==> config.mk <==
export PLATFORM = sky130hd
export DESIGN_NAME = gregorian_date_add_days_top
export DESIGN_NICKNAME = d
export VERILOG_FILES = /design/src/rtl/gdad_pkg.sv /design/src/rtl/gregorian_date_add_days_top.sv /design/src/rtl/gdad_seq.sv /design/src/rtl/gdad_dp.sv
export SDC_FILE = /design/constraint.sdc
export NUM_CORES = 1
export LEC_CHECK = 0
export BUFFER_PORTS_ARGS = -buffer_cell sky130_fd_sc_hd__clkbuf_2
export CORE_MARGIN = 2
export CORE_UTILIZATION = 34
export CTS_CLUSTER_SIZE = 24
export DETAILED_ROUTE_END_ITERATION = 8
export GPL_TIMING_DRIVEN = 0
export HOLD_SLACK_MARGIN = 0.12
export PLACE_DENSITY = 0.55
export SETUP_SLACK_MARGIN = 0.15
export SLEW_MARGIN = 0
export SYNTH_ARGS = -nofsm -noshare
export SYNTH_HDL_FRONTEND = slang
export SYNTH_SLANG_ARGS = --single-unit
==> constraint.sdc <==
create_clock -name clk -period 9.07 [get_ports clk]
set_clock_uncertainty 0.05 [all_clocks]
set_input_delay 0.4535 -clock clk [delete_from_list [all_inputs] [get_ports clk]]
set_output_delay 0.4535 -clock clk [all_outputs]
set_load 0.1 [all_outputs]
==> src/rtl/gdad_pkg.sv <==
// Shared types, constants and calendar helpers for the date adder.
`timescale 1ns / 1ps
`default_nettype none

package gdad_pkg;

	// Field widths fixed by the interface
	localparam int DAY_FW   = 5;
	localparam int MONTH_FW = 4;
	localparam int YEAR_FW  = 14;
	localparam int OFFS_FW  = 16;

	// Working day count: start day plus offset, signed
	localparam int DAY_W = OFFS_FW + 1;

	// Month numbers
	localparam logic [MONTH_FW-1:0] MON_JAN = 4'd1;
	localparam logic [MONTH_FW-1:0] MON_FEB = 4'd2;
	localparam logic [MONTH_FW-1:0] MON_APR = 4'd4;
	localparam logic [MONTH_FW-1:0] MON_JUN = 4'd6;
	localparam logic [MONTH_FW-1:0] MON_SEP = 4'd9;
	localparam logic [MONTH_FW-1:0] MON_NOV = 4'd11;
	localparam logic [MONTH_FW-1:0] MON_DEC = 4'd12;

	// Divisibility by 25 through the inverse of 25 modulo 2^32
	localparam logic [31:0] INV25     = 32'hC28F_5C29;
	localparam logic [31:0] DIV25_LIM = 32'h0A3D_70A3;

	// Microcode step counter
	localparam int STEP_W = 3;
	typedef logic [STEP_W-1:0] step_t;

	localparam step_t STEP_IDLE  = 3'd0;
	localparam step_t STEP_SETTL = 3'd1;
	localparam step_t STEP_CHECK = 3'd2;
	localparam step_t STEP_FWD   = 3'd3;
	localparam step_t STEP_BWD   = 3'd4;
	localparam step_t STEP_DONE  = 3'd5;
	localparam step_t STEP_SPR0  = 3'd6;
	localparam step_t STEP_SPR1  = 3'd7;

	// Datapath operations
	typedef enum logic [2:0] {
		OP_LOAD,
		OP_NOP,
		OP_CHECK,
		OP_FWD,
		OP_BWD,
		OP_DONE
	} op_t;

	// Jump conditions
	typedef enum logic [2:0] {
		C_NEVER,
		C_START,
		C_BAD,
		C_FWD,
		C_BWD
	} cond_t;

	// One control word
	typedef struct packed {
		op_t   op;
		cond_t cond;
		step_t jump;
		step_t next;
	} uword_t;

	// Sequencer to datapath
	typedef struct packed {
		op_t op;
	} ctrl_t;

	// Datapath to sequencer
	typedef struct packed {
		logic bad;
		logic fwd_go;
		logic bwd_go;
	} stat_t;

	// Request payload
	typedef struct packed {
		logic [DAY_FW-1:0]          start_day;
		logic [MONTH_FW-1:0]        start_month;
		logic [YEAR_FW-1:0]         start_year;
		logic signed [OFFS_FW-1:0]  day_offset;
	} req_t;

	// Result payload
	typedef struct packed {
		logic [DAY_FW-1:0]   result_day;
		logic [MONTH_FW-1:0] result_month;
		logic [YEAR_FW-1:0]  result_year;
		logic                date_error;
	} res_t;

	// Days in a month given the leap flag of its year
	function automatic logic [DAY_FW-1:0] month_len(input logic [MONTH_FW-1:0] m,
		input logic leap);
		logic [DAY_FW-1:0] len;
		case (m) inside
			MON_FEB: begin
				len = leap ? 5'd29 : 5'd28;
			end
			MON_APR, MON_JUN, MON_SEP, MON_NOV: begin
				len = 5'd30;
			end
			default: begin
				len = 5'd31;
			end
		endcase
		return len;
	endfunction

	// Gregorian leap rule: by 4, not by 100 unless by 400
	function automatic logic is_leap(input logic [31:0] y);
		logic [31:0] prod;
		logic        div25;
		prod  = y * INV25;
		div25 = (prod <= DIV25_LIM);
		return (y[1:0] == 2'b00) && (!div25 || (y[3:0] == 4'b0000));
	endfunction

endpackage

`default_nettype wire

==> src/rtl/gregorian_date_add_days_top.sv <==
// Top level of the Gregorian date adder: sequencer plus date datapath.
//
// Usage: present a request (start date and signed day offset) and raise
// start. The request is taken at the rising edge where start is high and
// busy is low; busy then stays high until the walk is over. The result
// (day, month, year, date_error) appears on result for exactly one cycle
// with done high, and is taken at the edge that ends that cycle. The
// receiver cannot hold it off; busy is already low in that cycle, so a new
// request may be taken while the result is shown.
// The walk passes the settle and check steps, steps months forward, then
// backward, and ends in the done step: the month walk moves one month per
// cycle through a single add/compare datapath. An invalid start date goes
// from the check step straight to the done step.
// date_error is set, and the start date is returned, when the start date is
// invalid or the walk would leave years 1 to MAX_YEAR.
// Reset clears the step counter, the error flag and the done strobe; an
// item in flight is dropped.
`timescale 1ns / 1ps
`default_nettype none

module gregorian_date_add_days_top
	import gdad_pkg::*;
#(
	parameter int MAX_YEAR = 9999
) (
	input  wire logic clk,
	input  wire logic arst_n,
	input  wire logic start,
	input  wire req_t request,
	output logic      busy,
	output logic      done,
	output res_t      result
);

	ctrl_t ctrl;
	stat_t stat;

	// Step counter and control store
	gdad_seq u_seq (
		.clk    (clk),
		.arst_n (arst_n),
		.start  (start),
		.stat   (stat),
		.ctrl   (ctrl),
		.busy   (busy)
	);

	// Day, month and year walk
	gdad_dp #(
		.MAX_YEAR (MAX_YEAR)
	) u_dp (
		.clk     (clk),
		.arst_n  (arst_n),
		.start   (start),
		.request (request),
		.ctrl    (ctrl),
		.stat    (stat),
		.done    (done),
		.result  (result)
	);

`ifndef SYNTHESIS
	a_accept_busy: assert property (@(posedge clk) disable iff (!arst_n)
		start && !busy |=> busy)
		else $error("request accepted but block not busy");

	a_done_idle: assert property (@(posedge clk) disable iff (!arst_n)
		done |-> !busy)
		else $error("result shown while sequencer still busy");

	a_done_after_work: assert property (@(posedge clk) disable iff (!arst_n)
		done |-> $past(busy))
		else $error("result strobe without a request in flight");

	a_good_month: assert property (@(posedge clk) disable iff (!arst_n)
		done && !result.date_error |->
			result.result_month != 4'd0 && result.result_month <= 4'd12 &&
			result.result_day != 5'd0)
		else $error("valid result with out-of-range month or day");
`endif

endmodule

`default_nettype wire

==> src/rtl/gdad_seq.sv <==
// Microcode sequencer: step counter, control store and conditional jumps.
`timescale 1ns / 1ps
`default_nettype none

module gdad_seq
	import gdad_pkg::*;
(
	input  wire logic  clk,
	input  wire logic  arst_n,
	input  wire logic  start,
	input  wire stat_t stat,
	output ctrl_t      ctrl,
	output logic       busy
);

	localparam int NSTEPS = 2 ** STEP_W;

	// Control store: op, condition, target when true, target when false
	localparam uword_t UCODE [NSTEPS] = '{
		'{op: OP_LOAD,  cond: C_START, jump: STEP_SETTL, next: STEP_IDLE},
		'{op: OP_NOP,   cond: C_NEVER, jump: STEP_IDLE,  next: STEP_CHECK},
		'{op: OP_CHECK, cond: C_BAD,   jump: STEP_DONE,  next: STEP_FWD},
		'{op: OP_FWD,   cond: C_FWD,   jump: STEP_FWD,   next: STEP_BWD},
		'{op: OP_BWD,   cond: C_BWD,   jump: STEP_BWD,   next: STEP_DONE},
		'{op: OP_DONE,  cond: C_NEVER, jump: STEP_IDLE,  next: STEP_IDLE},
		'{op: OP_NOP,   cond: C_NEVER, jump: STEP_IDLE,  next: STEP_IDLE},
		'{op: OP_NOP,   cond: C_NEVER, jump: STEP_IDLE,  next: STEP_IDLE}
	};

	step_t  step_q;
	step_t  step_d;
	uword_t word;
	logic   take;

	// Fetch the control word and pick the next step
	always_comb begin
		word = UCODE[step_q];
		case (word.cond)
			C_START: take = start;
			C_BAD:   take = stat.bad;
			C_FWD:   take = stat.fwd_go;
			C_BWD:   take = stat.bwd_go;
			default: take = 1'b0;
		endcase
		step_d  = take ? word.jump : word.next;
		ctrl.op = word.op;
		busy    = (step_q != STEP_IDLE);
	end

	// Advance the step counter
	always_ff @(posedge clk or negedge arst_n) begin
		if (!arst_n) begin
			step_q <= STEP_IDLE;
		end else begin
			step_q <= step_d;
		end
	end

endmodule

`default_nettype wire

==> src/rtl/gdad_dp.sv <==
// Date datapath: day, month and year registers walked one month per step.
`timescale 1ns / 1ps
`default_nettype none

module gdad_dp
	import gdad_pkg::*;
#(
	parameter int MAX_YEAR = 9999
) (
	input  wire logic  clk,
	input  wire logic  arst_n,
	input  wire logic  start,
	input  wire req_t  request,
	input  wire ctrl_t ctrl,
	output stat_t      stat,
	output logic       done,
	output res_t       result
);

	// Year register holds both the full request field and MAX_YEAR + 1
	localparam int YEAR_W = ($clog2(MAX_YEAR + 2) > YEAR_FW) ? $clog2(MAX_YEAR + 2) : YEAR_FW;
	localparam logic [YEAR_W-1:0] YMAX = YEAR_W'(MAX_YEAR);
	localparam logic [YEAR_W-1:0] YONE = YEAR_W'(1);

	req_t                     req_q;
	logic signed [DAY_W-1:0]  d_q;
	logic [MONTH_FW-1:0]      m_q;
	logic [YEAR_W-1:0]        y_q;
	logic                     leap_q;
	logic                     err_q;
	logic                     done_q;
	res_t                     res_q;

	logic [DAY_FW-1:0]        len_cur;
	logic [DAY_FW-1:0]        len_dec;
	logic signed [DAY_W-1:0]  len_cur_s;
	logic signed [DAY_W-1:0]  len_dec_s;
	logic [MONTH_FW-1:0]      m_dec;
	logic                     m_bad;
	logic                     fwd_more;
	logic                     bwd_more;
	logic                     ovf;
	logic                     udf;

	// Sign-extend the stored offset to the day width
	function automatic logic signed [DAY_W-1:0] request_off(input req_t r);
		return {{(DAY_W-OFFS_FW){r.day_offset[OFFS_FW-1]}}, r.day_offset};
	endfunction

	// Month lengths of the current and the previous month, and the status flags
	always_comb begin
		m_dec     = (m_q == MON_JAN) ? MON_DEC : m_q - 4'd1;
		len_cur   = month_len(m_q, leap_q);
		len_dec   = month_len(m_dec, leap_q);
		len_cur_s = signed'({{(DAY_W-DAY_FW){1'b0}}, len_cur});
		len_dec_s = signed'({{(DAY_W-DAY_FW){1'b0}}, len_dec});
		m_bad     = (m_q == 4'd0) || (m_q > MON_DEC);
		fwd_more  = (d_q > len_cur_s);
		bwd_more  = (d_q < signed'(DAY_W'(1)));
		ovf       = (m_q == MON_DEC) && (y_q >= YMAX);
		udf       = (m_q == MON_JAN) && (y_q == YONE);
		stat.bad  = (y_q == '0) || (y_q > YMAX) || m_bad || bwd_more || fwd_more;
		stat.fwd_go = fwd_more && !ovf && !err_q;
		stat.bwd_go = bwd_more && !udf && !err_q;
	end

	// Track the leap flag of the current year through a register
	always_ff @(posedge clk) begin
		leap_q <= is_leap(32'(y_q));
	end

	// Walk the date under control of the sequencer
	always_ff @(posedge clk) begin
		case (ctrl.op)
			OP_LOAD: begin
				if (start) begin
					req_q <= request;
					d_q   <= signed'({{(DAY_W-DAY_FW){1'b0}}, request.start_day});
					m_q   <= request.start_month;
					y_q   <= YEAR_W'(request.start_year);
				end
			end
			OP_CHECK: begin
				if (!stat.bad) begin
					d_q <= d_q + DAY_W'(request_off(req_q));
				end
			end
			OP_FWD: begin
				if (!err_q && fwd_more && !ovf) begin
					d_q <= d_q - len_cur_s;
					if (m_q == MON_DEC) begin
						m_q <= MON_JAN;
						y_q <= y_q + YONE;
					end else begin
						m_q <= m_q + 4'd1;
					end
				end
			end
			OP_BWD: begin
				if (!err_q && bwd_more && !udf) begin
					d_q <= d_q + len_dec_s;
					m_q <= m_dec;
					if (m_q == MON_JAN) begin
						y_q <= y_q - YONE;
					end
				end
			end
			OP_DONE: begin
				if (err_q) begin
					res_q.result_day   <= req_q.start_day;
					res_q.result_month <= req_q.start_month;
					res_q.result_year  <= req_q.start_year;
				end else begin
					res_q.result_day   <= d_q[DAY_FW-1:0];
					res_q.result_month <= m_q;
					res_q.result_year  <= y_q[YEAR_FW-1:0];
				end
				res_q.date_error <= err_q;
			end
			default: begin
			end
		endcase
	end

	// Hold the error flag and the result strobe
	always_ff @(posedge clk or negedge arst_n) begin
		if (!arst_n) begin
			err_q  <= 1'b0;
			done_q <= 1'b0;
		end else begin
			done_q <= (ctrl.op == OP_DONE);
			case (ctrl.op)
				OP_LOAD: begin
					if (start) begin
						err_q <= 1'b0;
					end
				end
				OP_CHECK: begin
					if (stat.bad) begin
						err_q <= 1'b1;
					end
				end
				OP_FWD: begin
					if (fwd_more && ovf) begin
						err_q <= 1'b1;
					end
				end
				OP_BWD: begin
					if (bwd_more && udf) begin
						err_q <= 1'b1;
					end
				end
				default: begin
				end
			endcase
		end
	end

	assign done   = done_q;
	assign result = res_q;

endmodule

`default_nettype wire
==> impl_metrics.tcl <==
set metrics [dict create \
    tightest_slew_ns 1.31 \
    post_cts.repair.setup_buffers 0 \
    placed_cell_area_sq_um 12400 \
    arrival_ns 6.86 \
    drt-total-wl_mm 29.4 \
    synth_cell_types 78 \
    yosys_warnings 0 \
    min_to "u_dp.req_q[9]" \
    die_h_microns 187 \
    async_flop_share 0.0481 \
    r2r-start "u_dp.y_q[5]" \
    end_kind "flip-flop" \
    whs_ns 0.211 \
    status "finished clean" \
    drc_errors 0 \
    grt_max_degree 27 \
    clk_latency_ns 0.36 \
    drtIter0Drc 523 \
    ant_nets 0 \
    cts.sinks 104 \
    max_freq_mhz 149 \
    ff2ff_path_depth 21 \
    numCtsBuffers 9 \
    worst_r2r_endpoint "u_dp.leap_q" \
    use_met1 0.253 \
    grt-ovfl-total 0 \
    syn_inst 1134 \
    setup_violations 0 \
    cp_max_fo 13 \
    cts.repair.resized 0 \
    hold_depth 1 \
    fin_util 0.382 \
    drive_gt1_frac 0.0967 \
    hold_viol 0 \
    grt_busiest_layer "met2" \
    ys.flop_type "edfxtp_1" \
    core_sq_um 33400 \
    grt_pass1_vias 8448 \
    io_buffers 67 \
    die_x_microns 187 \
    ys_seq_area_frac 0.270 \
    cts_buffer_depth 2 \
    first_pass_iters 5 \
    worstHoldPathType "in -> reg" \
    final_area_sq_um 12700 \
    area_growth_pct 11.3 \
    critPathRequiredTime_ns 9.24 \
    synth_seq_cells 104 \
    min_period_ns 6.69 \
    start_util 0.343 \
    final-max-slew-violation-count 0 \
    worst_setup_path_start_kind "flip-flop" \
    dpl.hpwl_mm 23.7 \
    syn_nets 1435 \
    r2r_slack_ns 2.38 \
    root_buffer "clkbuf_16" \
    synth_area_sq_um 11400 \
    ios 68 \
    rsz0062_at_grt "false" \
    grt_pass1_wl_mm 47.6 \
    antenna_found_initial 0 \
    met3_usage 0.0251 \
    synth-edff-count 98 \
    worstHoldStart "request[9]" \
    die_area_sq_um 35100 \
    final_nets 1516 \
    rows 67 \
    critPathKind "reg -> reg" \
    grt_use_met2 0.267 \
    routedWlPerCell_microns 17.6 \
    gp_congestion 0.884 \
    grt_usage 0.172 \
    tns_ns 0 \
    n_antenna_cell 0 \
    cts_tree "built" \
    via_per_inst 5.16 \
    cts_hold_buffers 1 \
    slew_headroom 0.129 \
    cts-htree-levels 3 \
    fillers 3383 \
    clkTransAtPathRegs_ns 0.08 \
    vias 8599 \
    fin_crit_sh 0.738 \
    maxCapViolations 0 \
    synth.avg_cell_area_sq_um 10.1 \
]
-- layout by cell type, fill, tap and decap left out, types with 5 or more instances in the layout --
| cell type | synthesis | final |
|---|---|---|
| inv_1 | 176 | 176 |
| ha_1 | 159 | 159 |
| fa_1 | 100 | 100 |
| edfxtp_1 | 98 | 98 |
| nand2_1 | 67 | 67 |
| clkbuf_2 | 0 | 67 |
| o21ai_0 | 63 | 63 |
| nor2_1 | 53 | 53 |
| a21oi_1 | 50 | 50 |
| xnor2_1 | 36 | 36 |
| nor3_1 | 25 | 25 |
| clkbuf_1 | 23 | 23 |
| xor2_1 | 21 | 21 |
| and2_1 | 18 | 18 |
| nand2b_1 | 15 | 15 |
| o22ai_1 | 15 | 15 |
| a21o_1 | 13 | 13 |
| a31oi_1 | 12 | 12 |
| nand3_1 | 11 | 11 |
| and3_1 | 11 | 11 |
| a22oi_1 | 11 | 11 |
| nor2b_1 | 11 | 10 |
| o21a_1 | 9 | 9 |
| clkbuf_16 | 0 | 9 |
| o211ai_1 | 8 | 8 |
| a211oi_1 | 7 | 7 |
| nor4_1 | 6 | 6 |
| or2_2 | 5 | 5 |
| a211o_1 | 5 | 5 |
| o31ai_1 | 5 | 5 |
| o221ai_1 | 5 | 5 |
| mux2_2 | 5 | 5 |
| a311oi_1 | 5 | 5 |
| mux2i_1 | 5 | 5 |
| a221o_1 | 5 | 5 |
| dfrtp_1 | 5 | 5 |
-- area by class of cell --
cell class	instances	area, sq um	share of cell area
inverters	177	664	0.0522
multi-input cells	826	7590	0.596
well taps	448	561	0.0440
clock buffers	9	225	0.0177
plain buffers	27	113	0.00884
clock inverters	7	115	0.00904
flip-flops and latches	104	3090	0.242
repair buffers	70	377	0.0296
-- worst max-delay path by stage --
stage | start | to | slack, ns | cells after the start
floorplan | u_dp.y_q[3] | u_dp.leap_q | 3.30 | 21
CTS | u_dp.y_q[5] | u_dp.leap_q | 2.31 | 22
global placement | u_dp.y_q[5] | u_dp.leap_q | 2.31 | 21
global route | u_dp.y_q[5] | u_dp.leap_q | 1.91 | 22
detailed placement | u_dp.y_q[5] | u_dp.leap_q | 2.35 | 22
finish | u_dp.y_q[5] | u_dp.leap_q | 2.38 | 21
-- kinds of logic after synthesis --
family | after synthesis | share of synthesized area
AO/OA/AOI/OAI | 255 | 0.152
XOR/XNOR | 57 | 0.0436
adder cells (fa/ha/maj) | 259 | 0.349
buffers and inverters | 204 | 0.0679
flip-flops | 104 | 0.270
multiplexers | 10 | 0.00929
AND/OR/NAND/NOR | 245 | 0.108
-- worst max-delay path, stage by stage, from the launching register on --
cell and delay, ns:
edfxtp_1 0.80, inv_1 0.31, ha_1 0.41, fa_1 0.49, inv_1 0.07, fa_1 0.49
inv_1 0.06, fa_1 0.52, inv_1 0.05, fa_1 0.53, inv_1 0.04, ha_1 0.29
ha_1 0.28, clkbuf_1 0.27, and3_1 0.23, nand2_1 0.06, a211oi_1 0.48, o2111ai_2 0.23
a21oi_1 0.22, o41ai_2 0.09, xnor2_1 0.15, o41a_1 0.44
-- Yosys cell counts, types with 3 or more instances --
master,instances,area share
buf_2,3,0.0013
o31ai_1,5,0.0033
nor2b_1,11,0.0060
xor2_1,21,0.016
a21oi_1,50,0.022
a31oi_1,12,0.0066
nor3b_1,3,0.0020
nand2b_1,15,0.0082
nor4_1,6,0.0033
a211oi_1,7,0.0046
and4_1,3,0.0023
o21a_1,9,0.0059
inv_1,176,0.058
and3_1,11,0.0060
nand3_1,11,0.0048
o31a_1,4,0.0031
edfxtp_1,98,0.26
or2_2,5,0.0027
clkbuf_1,23,0.0075
a21o_1,13,0.0085
or3_1,4,0.0022
a32oi_1,3,0.0023
ha_1,159,0.17
fa_1,100,0.17
nand2_1,67,0.022
a211o_1,5,0.0038
o22ai_1,15,0.0082
mux2i_1,5,0.0044
nor3_1,25,0.011
nor2_1,53,0.017
o21ai_0,63,0.028
a311oi_1,5,0.0038
xnor2_1,36,0.028
dfrtp_1,5,0.011
a221oi_1,3,0.0023
a221o_1,5,0.0044
o211ai_1,8,0.0052
a22oi_1,11,0.0072
o221ai_1,5,0.0038
and2_1,18,0.0098
mux2_2,5,0.0049
-- through the flow --
step | instances | setup slack, ns
after floorplan | 1134 | 3.30
after global placement | 1649 | 2.31
after detailed placement | 1651 | 2.35
after CTS | 1668 | 2.31
after global routing | 1668 | 1.91
final | 1668 | 2.38
-- per-layer routing --
layer,vias to the layer above,wire [microns],part of all wire
li1,4147,-,-
met1,4211,14100,0.48
met2,222,13500,0.46
met3,19,1480,0.050
met4,0,344,0.012
met5,-,0,0
-- state kept, by name, summed over array words and instances, names as in the netlist --
register / count
u_dp.d_q: 17
u_dp.done: 1
u_dp.err_q: 1
u_dp.leap_q: 1
u_dp.m_q: 4
u_dp.req_q: 39
u_dp.result: 24
u_dp.y_q: 14
u_seq.step_q: 3
Power is left out: the tool's default activity adds up to more than one toggle a clock period on the data nets, which glitch-free logic cannot reach.
